<file path="src/design/stq_pkg.sv">
`timescale 1ns / 1ps
// ---------------------------------------------------------------------------
// stq_pkg
// Shared types and constants for the sorted timer expiry queue.
// ---------------------------------------------------------------------------
package stq_pkg;
   localparam int ENTRIES   = 16;
   localparam int TIME_BITS = 48;
   localparam int IDX_BITS  = $clog2(ENTRIES);
   localparam int CNT_BITS  = $clog2(ENTRIES + 1);

   localparam logic [1:0] OP_TICK   = 2'd0;
   localparam logic [1:0] OP_WATCH  = 2'd1;
   localparam logic [1:0] OP_CANCEL = 2'd2;

   localparam logic [1:0] KIND_WATCH  = 2'd0;
   localparam logic [1:0] KIND_CANCEL = 2'd1;
   localparam logic [1:0] KIND_EXPIRE = 2'd2;

   localparam logic [1:0] ST_OK       = 2'd0;
   localparam logic [1:0] ST_FULL     = 2'd1;
   localparam logic [1:0] ST_NOTFOUND = 2'd2;

   typedef struct packed {
      logic [1:0]  opcode;
      logic [15:0] timer_id;
      logic [23:0] timeout;
   } req_type;

   typedef struct packed {
      logic [1:0]  kind;
      logic [15:0] result_id;
      logic [1:0]  status;
      logic        last;
   } rsp_type;
endpackage

</file>
<file path="src/design/sorted_timer_expiry_queue.sv">
`timescale 1ns / 1ps
// ---------------------------------------------------------------------------
// sorted_timer_expiry_queue
// Sorted timer list in one synchronous memory, walked one entry at a time.
// ---------------------------------------------------------------------------
// channel | dir | payload  | handshake
// req     | in  | req_type | req_valid / req_ready
// rsp     | out | rsp_type | rsp_valid / rsp_ready
// Each command walks the list through one memory port, one entry at a time.
// Cancel: search, shift out. Watch: search, shift out, find slot, insert shift.
// Tick: advance time, then shift out and report each expired head entry.
// Synchronous reset clears time and count; memory contents need no clear.
// One request is in work at a time; rsp stalls hold the walk and req_ready.
module sorted_timer_expiry_queue
   import stq_pkg::*;
(
   input  logic    clock,
   input  logic    reset,
   input  logic    req_valid,
   output logic    req_ready,
   input  req_type req_data,
   output logic    rsp_valid,
   input  logic    rsp_ready,
   output rsp_type rsp_data
);
   typedef struct packed {
      logic [15:0]          id;
      logic [TIME_BITS-1:0] exp;
   } ent_type;

   typedef enum logic [3:0] {
      S_IDLE, S_FIND_RD, S_FIND_CHK, S_DEL_RD, S_DEL_WR,
      S_INS_CHK, S_INS_RD, S_INS_WR, S_TICK_RD, S_TICK_CHK, S_RESP
   } state_type;

   ent_type mem [ENTRIES];
   ent_type rd_ff;
   logic [IDX_BITS-1:0] raddr;
   logic                we;
   logic [IDX_BITS-1:0] waddr;
   ent_type             wdata;

   always_ff @(posedge clock) begin
      if (we) mem[waddr] <= wdata;
      rd_ff <= mem[raddr];
   end

   state_type            state_ff;
   logic [TIME_BITS-1:0] now_ff;
   logic [CNT_BITS-1:0]  cnt_ff, pos_ff, ins_ff;
   req_type              req_ff;
   logic [TIME_BITS-1:0] exp_ff;
   logic                 found_ff, tickany_ff;
   logic                 rv_ff;
   rsp_type              rsp_ff;
   ent_type              held_ff;
   logic                 rsp_load;

   assign req_ready = (state_ff == S_IDLE) && !rv_ff;
   assign rsp_valid = rv_ff;
   assign rsp_data  = rsp_ff;

   assign rsp_load = (!rv_ff || rsp_ready) &&
      ((state_ff == S_RESP) ||
       (state_ff == S_TICK_CHK && req_ff.opcode != OP_WATCH && tickany_ff &&
        rd_ff.exp <= now_ff));

   always_comb begin
      raddr = pos_ff[IDX_BITS-1:0];
      we    = 1'b0;
      waddr = pos_ff[IDX_BITS-1:0];
      wdata = rd_ff;
      if (state_ff == S_DEL_RD) raddr = IDX_BITS'(pos_ff + 1'b1);
      if (state_ff == S_INS_RD) raddr = IDX_BITS'(pos_ff - 1'b1);
      if (state_ff == S_DEL_WR) begin
         we = 1'b1;
      end
      if (state_ff == S_INS_WR) begin
         we = 1'b1;
         if (pos_ff == ins_ff) wdata = '{id: req_ff.timer_id, exp: exp_ff};
      end
   end

   always_ff @(posedge clock) begin
      if (reset) begin
         state_ff <= S_IDLE;
         now_ff   <= '0;
         cnt_ff   <= '0;
         rv_ff    <= 1'b0;
      end else begin
         if (rv_ff && rsp_ready && !rsp_load) rv_ff <= 1'b0;
         unique case (state_ff)
            S_IDLE: if (req_valid && !rv_ff) begin
               req_ff   <= req_data;
               exp_ff   <= now_ff + TIME_BITS'(req_data.timeout);
               pos_ff   <= '0;
               found_ff <= 1'b0;
               tickany_ff <= 1'b0;
               case (req_data.opcode) inside
                  OP_TICK: begin
                     now_ff   <= now_ff + 1'b1;
                     state_ff <= S_TICK_RD;
                  end
                  OP_WATCH, OP_CANCEL: state_ff <= S_FIND_RD;
                  default: state_ff <= S_IDLE;
               endcase
            end
            S_FIND_RD:
               if (pos_ff == cnt_ff) begin
                  if (req_ff.opcode == OP_WATCH) begin
                     pos_ff   <= '0;
                     state_ff <= S_INS_CHK;
                  end else state_ff <= S_RESP;
               end else state_ff <= S_FIND_CHK;
            S_FIND_CHK:
               if (rd_ff.id == req_ff.timer_id) begin
                  found_ff <= 1'b1;
                  state_ff <= S_DEL_RD;
               end else begin
                  pos_ff   <= pos_ff + 1'b1;
                  state_ff <= S_FIND_RD;
               end
            S_DEL_RD:
               if (CNT_BITS'(pos_ff + 1'b1) >= cnt_ff) begin
                  cnt_ff <= cnt_ff - 1'b1;
                  if (req_ff.opcode == OP_WATCH) begin
                     pos_ff   <= '0;
                     state_ff <= S_INS_CHK;
                  end else if (req_ff.opcode == OP_TICK) begin
                     pos_ff   <= '0;
                     state_ff <= S_TICK_RD;
                  end else state_ff <= S_RESP;
               end else state_ff <= S_DEL_WR;
            S_DEL_WR: begin
               pos_ff   <= pos_ff + 1'b1;
               state_ff <= S_DEL_RD;
            end
            S_INS_CHK:
               if (cnt_ff == CNT_BITS'(ENTRIES)) state_ff <= S_RESP;
               else if (pos_ff == cnt_ff) begin
                  ins_ff   <= pos_ff;
                  pos_ff   <= cnt_ff;
                  state_ff <= S_INS_RD;
               end else state_ff <= S_TICK_CHK;
            S_INS_RD:
               state_ff <= S_INS_WR;
            S_INS_WR:
               if (pos_ff == ins_ff) begin
                  cnt_ff   <= cnt_ff + 1'b1;
                  state_ff <= S_RESP;
               end else begin
                  pos_ff   <= pos_ff - 1'b1;
                  state_ff <= S_INS_RD;
               end
            S_TICK_RD:
               if (req_ff.opcode == OP_WATCH) state_ff <= S_TICK_CHK;
               else if (cnt_ff == '0) state_ff <= tickany_ff ? S_RESP : S_IDLE;
               else state_ff <= S_TICK_CHK;
            S_TICK_CHK:
               if (req_ff.opcode == OP_WATCH) begin
                  if (rd_ff.exp <= exp_ff) begin
                     pos_ff   <= pos_ff + 1'b1;
                     state_ff <= S_INS_CHK;
                  end else begin
                     ins_ff   <= pos_ff;
                     pos_ff   <= cnt_ff;
                     state_ff <= S_INS_RD;
                  end
               end else if (rd_ff.exp <= now_ff) begin
                  if (tickany_ff) begin
                     if (!rv_ff || rsp_ready) begin
                        rv_ff    <= 1'b1;
                        rsp_ff   <= '{KIND_EXPIRE, held_ff.id, ST_OK, 1'b0};
                        held_ff  <= rd_ff;
                        state_ff <= S_DEL_RD;
                     end
                  end else begin
                     tickany_ff <= 1'b1;
                     held_ff    <= rd_ff;
                     state_ff   <= S_DEL_RD;
                  end
               end else state_ff <= tickany_ff ? S_RESP : S_IDLE;
            S_RESP:
               if (!rv_ff || rsp_ready) begin
                  rv_ff <= 1'b1;
                  state_ff <= S_IDLE;
                  case (req_ff.opcode)
                     OP_TICK:  rsp_ff <= '{KIND_EXPIRE, held_ff.id, ST_OK, 1'b1};
                     OP_WATCH: rsp_ff <= '{KIND_WATCH, req_ff.timer_id,
                        (cnt_ff == CNT_BITS'(ENTRIES) && state_ff == S_RESP &&
                         pos_ff != ins_ff) ? ST_FULL : ST_OK, 1'b1};
                     default:  rsp_ff <= '{KIND_CANCEL, req_ff.timer_id,
                        found_ff ? ST_OK : ST_NOTFOUND, 1'b1};
                  endcase
               end
            default: state_ff <= S_IDLE;
         endcase
         if (state_ff == S_IDLE && req_valid && !rv_ff) ins_ff <= '1;
      end
   end
endmodule

</file>
<file path="config.mk">
export PLATFORM = sky130hd
export DESIGN_NAME = sorted_timer_expiry_queue
export DESIGN_NICKNAME = d
export VERILOG_FILES = /design/src/design/stq_pkg.sv /design/src/design/sorted_timer_expiry_queue.sv
export SDC_FILE = /design/constraint.sdc
export NUM_CORES = 2
export LEC_CHECK = 0
export BUFFER_PORTS_ARGS = -buffer_cell sky130_fd_sc_hd__buf_4
export CORE_MARGIN = 1.5
export CORE_UTILIZATION = 45
export DETAILED_ROUTE_END_ITERATION = 8
export SYNTH_ARGS = -nofsm -noshare
export SYNTH_HDL_FRONTEND = slang
export SYNTH_SLANG_ARGS = --single-unit
</file>
<file path="constraint.sdc">
create_clock -name clock -period 13.11 [get_ports clock]
set_clock_uncertainty 0.1 [all_clocks]
set_input_delay 0.6555 -clock clock [delete_from_list [all_inputs] [get_ports clock]]
set_output_delay 0.6555 -clock clock [all_outputs]
set_load 0.02 [all_outputs]
</file>
; Word-level counts from Yosys, hierarchy flattened
; Memory sizes are Yosys's and may differ from the RTL's. A register that Yosys moved wholly into a read port is not among the register bits.
; Cells that the tools add are included.
[totals]
register_bits = 173
ram_bits = 1024
input_bits = 46
mem_count = 1
[classes]
addsub = 6
n_lt_le_gt_ge = 3
n_eq_ne = 42
mux = 74
n_bitwise = 2
reduce_logical = 37
[mem_list]
columns = name, depth, width, rd, rd_ports_with_merged_regs, write_ports, line_no
row1 = mem, 16, 64, 1, 1, 1, sorted_timer_expiry_queue.sv:36  ; ent_type mem [ENTRIES];
[ops]
columns = operator, count
row1 = 64-bit two-way mux, 4
row2 = 21-bit two-way mux, 5
row3 = 48-bit <= comparator, 2
row4 = 5-bit two-way mux, 18
row5 = 21-bit case mux with 2 select lines, 2
row6 = 4-bit two-way mux, 19
row7 = 48-bit by 1-bit adder with 48-bit output (second input constant), 1
row8 = 48-bit by 24-bit adder with 48-bit output, 1
row9 = 4-bit case mux with 11 select lines, 1
row10 = 5-bit case mux with 8 select lines, 1
row11 = 2-bit inequality test (second input constant), 10
row12 = 5-bit case mux with 2 select lines, 2
row13 = 16-bit equality test, 1
row14 = 4-bit by 3-bit equality test with 1-bit output (second input constant), 4
row15 = 2-bit by 1-bit inequality test with 1-bit output (second input constant), 8
row16 = 1-bit two-way mux, 15
row17 = 4-bit equality test (second input constant), 3
row18 = 1-bit logical AND, 12
row19 = 12-bit AND reduction, 1
row20 = 3-bit AND reduction, 4
row21 = 5-bit by 1-bit adder with 5-bit output (second input constant), 2
row22 = 5-bit equality test, 2
row23 = 5-bit AND reduction, 2
row24 = 5-bit by 1-bit subtractor with 5-bit output (second input constant), 2
row25 = other kinds (26), 42

; Longest topological paths before layout
[logic_depth]
word_depth = 14
ltp_mapped = 13

; Worst setup path before layout
; No wires, ideal clock.
[synth_path]
path_type = flip-flop to flip-flop
startpoint = reg state_ff[2]
endpoint = mem mem[2][0] (netlist name) (enable)
arrival_ns = 5.570
required_time_ns = 12.445
slack_ns = 6.876
stages_incl_launch_ff = 7
n_path_buf = 2
path_cell_list = dfxtp_1 -> buf_2 -> buf_2 -> nand2b_1 -> nor3_1 -> nand2_1 -> nor3_1
[synth_via]
elab_chain_len = 5
word_cells_on_any_way = 6
[synth_lines]
columns = item, line_no
row1 = start: declaration, sorted_timer_expiry_queue.sv:48  ; state_type state_ff;
row2 = start signal: assignment, sorted_timer_expiry_queue.sv:157  ; else if (cnt_ff == '0) state_ff <= tickany_ff ? S_RESP : S_IDLE;
row3 = 4-bit by 3-bit equality test with 1-bit output, sorted_timer_expiry_queue.sv:75  ; if (state_ff == S_DEL_WR) begin
row4 = 1-bit two-way mux, sorted_timer_expiry_queue.sv:75
row5 = 1-bit two-way mux *, sorted_timer_expiry_queue.sv:78  ; if (state_ff == S_INS_WR) begin
row6 = 1-bit two-way mux *, sorted_timer_expiry_queue.sv:44  ; if (we) mem[waddr] <= wdata;
row7 = 1-bit two-way mux (implied by the code) *, sorted_timer_expiry_queue.sv:44
row8 = end: declaration, sorted_timer_expiry_queue.sv:36
; Every way passes the cells marked *; elsewhere a longest branch is shown, timed or not.

; Final worst setup path
[layout_path]
startpoint = reg state_ff[1]
endpoint = reg, netlist name rd_ff[42]
[layout_via]
elab_chain_len = 3
word_cells_on_any_way = 4
[layout_lines]
columns = item, line_no
row1 = 4-bit by 2-bit equality test with 1-bit output, sorted_timer_expiry_queue.sv:73  ; if (state_ff == S_DEL_RD) raddr = IDX_BITS'(pos_ff + 1'b1);
row2 = 4-bit two-way mux, sorted_timer_expiry_queue.sv:73
row3 = 4-bit two-way mux *, sorted_timer_expiry_queue.sv:74  ; if (state_ff == S_INS_RD) raddr = IDX_BITS'(pos_ff - 1'b1);
; Marks and branches as above.
; A chain may end at the register's enable or synchronous reset.

==> flow_summary_export.csv <==
group,metric,value,unit
run_status,status,"completed",
floorplanning,io_pins,69,
cells_and_area,syn2layout_area_growth,13.0,%
detailed_routing,drtIter0Drc,2635,
cts,cts_root_buffer,"clkbuf_16",
global_routing,grt_pass1_wl,188000,µm
detailed_routing,num_vias,27600,
synth,synth_warnings,0,
detailed_routing,drt_first_pass_iters,6,
cts,clockBufferDepth,3,
cells_and_area,fin_cells,4740,
placed_design,numPlacedInstances,4477,
detailed_routing,wl_met2,60800,µm
setup_path,criticalPathCategory,"flop to flop",
sta,worst_pin_slew,1.13,ns
detailed_routing,drt-met1-wl,54900,µm
cts,h-tree-depth,4,
run,cap_viol_max_count,0,
cts,clock_latency,0.73,ns
synth,syn-mean-instance-area,17.9,µm²
cts,cts_hold_buf,18,
floorplanning,dieArea,119000,µm²
synth,async_flop_share,0,%
synth,yosysSeqAreaShare,69.4,%
floorplanning,die_w,346,µm
setup_path,cp.buffers_inverters,3,
floorplanning,core_area,116000,µm²
global_routing,antenna_found_initial,3,
detailed_routing,wire_per_inst,26.9,µm
cells_and_area,drive_above_1_share,21.6,%
setup_path,slowest_stage,"buf_4",
cells_and_area,fill_cells,9323,
global_routing,grt-ovfl-total,0,
synth,syn_area,52800,µm²
cts,clock_sinks,1261,
detailed_routing,drc,0,
global_routing,track_usage,21.5,%
detailed_routing,routed_wl,127000,µm
sta,fin_tns_setup,0,ns
sta,hold_viol_final,0,
synth,ys.flop_type,"edfxtp_1",
global_routing,grt_max_degree,77,
global_routing,grt_pass1_vias,28400,
power_and_ir_drop,p_leak,20.1,nW
sta,fin_crit_sh,42.3,%
setup_path,reg2reg_depth,11,
sta,final_max_slew_viol_count,0,
cts,numCtsBuffers,134,
sta,rsz0062_at_grt,"false",
cells_and_area,finalNetCount,3290,
setup_path,crit_top_cell,"buf_4",
cts,post_cts_buffers,0,
cells_and_area,n_antenna_cell,0,
synth,syn_inst,2951,
synth,ys_ff_latch,1261,
setup_path,worstPathCellList,"nor2b_1 -> nand3_1 -> o21ai_0 -> o21ai_1 -> o21ai_4 -> buf_4 -> buf_4 -> buf_4 -> mux4_2 -> mux2i_1 -> mux2i_1",
sta,setup_viol,0,
placed_design,hpwl,72100,µm
setup_path,critPathTopFamily,"buffers and inverters",
worst_hold_path,worstHoldPathType,"input pin to flop",
setup_path,crit_cells,11,
worst_hold_path,min_path_cells,2,
setup_path,critPathArrivalTime,6.01,ns
setup_path,start_kind,"flop",
cts,cts_resized,0,
power_and_ir_drop,ir_drop,0.000135,V
power_and_ir_drop,powerDensity,170,nW/µm²
placed_design,portBuffers,68,
sta,slew_headroom,24.5,%
detailed_routing,topRoutingLayerUsed,"met4",
synth,synthDistinctLibCells,72,
sta,layout_min_cycle_time,5.54,ns
setup_path,required,13.58,ns
detailed_routing,antenna_left,0,
detailed_routing,wl_met3,7850,µm
detailed_routing,vias_per_cell,5.83,
placed_design,place_congestion,0.881,
floorplanning,start_util,45.4,%
sta,max_freq,181,MHz
setup_path,crit_path_end_kind,"flop",
synth,synth_edf_count,1139,
setup_path,cpPeakStageDelay,0.89,ns
synth,syn_nets,3134,
floorplanning,die_h,346,µm
floorplanning,placementRows,125,
cts,clkTransAtPathRegs,0.06,ns
cts,tritoncts,"built",
setup_path,path_max_fanout,50,
## power breakdown
| part | internal (mW) | switching [mW] |
|---|---|---|
| Clock | 2.16 | 1.54 |
| Combinational | 0.623 | 0.884 |
| Sequential | 4.80 | 0.126 |
| Total | 7.58 | 2.55 |
## area by class of cell
type | instances | area [µm²] | area share [%]
Inverter | 124 | 465 | 0.780
Clock buffer | 187 | 3740 | 6.27
Timing Repair Buffer | 139 | 1090 | 1.82
Tap cell | 1524 | 1910 | 3.20
Clock inverter | 58 | 551 | 0.923
Multi-Input combinational cell | 1447 | 15300 | 25.6
Sequential cell | 1261 | 36600 | 61.4
## cell usage in the layout, fill, tap and decap left out, types with 80 or more instances in the layout
cell type and n:
nor2_1 120, clkbuf_16 139, edfxtp_1 1139, dfxtp_1 122
ha_1 135, inv_1 124, buf_4 121, mux2i_1 196
xnor2_1 107, mux4_2 256, mux2_2 80
## cell usage after synthesis (43+ instances only)
library cell  instances  share of area (%)
a21oi_1              76               0.72
buf_2                55               0.52
dfxtp_1             122                4.6
edfxtp_1           1139                 65
ha_1                135                3.2
inv_1               124               0.88
mux2_2               80                1.7
mux2i_1             196                3.7
mux4_2              256                 11
nand2_1              77               0.55
nand3_1              43               0.41
nor2_1              133               0.95
xnor2_1             109                1.8
## registers in the layout, indices dropped and copies added, names as in the netlist
name / count
state_ff: 4
exp_ff: 48
mem: 1024
tickany_ff: 1
cnt_ff: 5
found_ff: 1
now_ff: 48
req_ff: 18
held_ff: 16
rsp_data: 21
pos_ff: 5
rsp_valid: 1
ins_ff: 5
rd_ff: 64
## through the flow
| stage | setup WS, ns | utilization (%) | hold WS, ns | instance area (µm²) | total power [mW] |
|---|---|---|---|---|---|
| floorplan | 6.88 | - | 0.346 | 52800 | 6.08 |
| finish | 7.57 | 51.3 | 0.183 | 59700 | 10.1 |
| global placement | 7.61 | 47.4 | 0.365 | 55200 | 6.46 |
| CTS | 7.42 | 51.3 | 0.147 | 59700 | 10.2 |
| detailed placement | 7.49 | 47.4 | 0.367 | 55200 | 6.51 |
| global route | 6.99 | 51.3 | 0.160 | 59700 | 10.5 |
## worst paths after layout
| kind | startpoint | to | slack [ns] |
|---|---|---|---|
| hold reg to reg | rd_ff[49]$_DFF_P_ | held_ff[49]$_DFFE_PP_ | 0.38 |
| setup reg to reg | state_ff[1]$_SDFFE_PP0P_ | rd_ff[42]$_DFF_P_ | 7.57 |
| setup / recovery | state_ff[1]$_SDFFE_PP0P_ | rd_ff[42]$_DFF_P_ | 7.57 |
| hold / removal | req_data[0] | exp_ff[0]$_DFFE_PP_ | 0.18 |
## routing by layer
metal | global-route usage (%) | vias up
met5 | 0 | -
met4 | 7.27 | 0
met3 | 4.02 | 207
met2 | 34.7 | 906
met1 | 29.5 | 14500
li1 | - | 12000
## cells by family (layout without fill, tap and decap cells)
family,count (synthesis),in the layout,synth area share [%]
buf+inv,243,508,2.06
xor+xnor,126,126,2.09
flops,1261,1261,69.4
fa+ha+maj,137,137,3.27
compound gates,230,230,2.84
mux,532,532,16.3
simple gates,422,422,4.03
No activity file was read; power rests on OpenSTA's default activity.
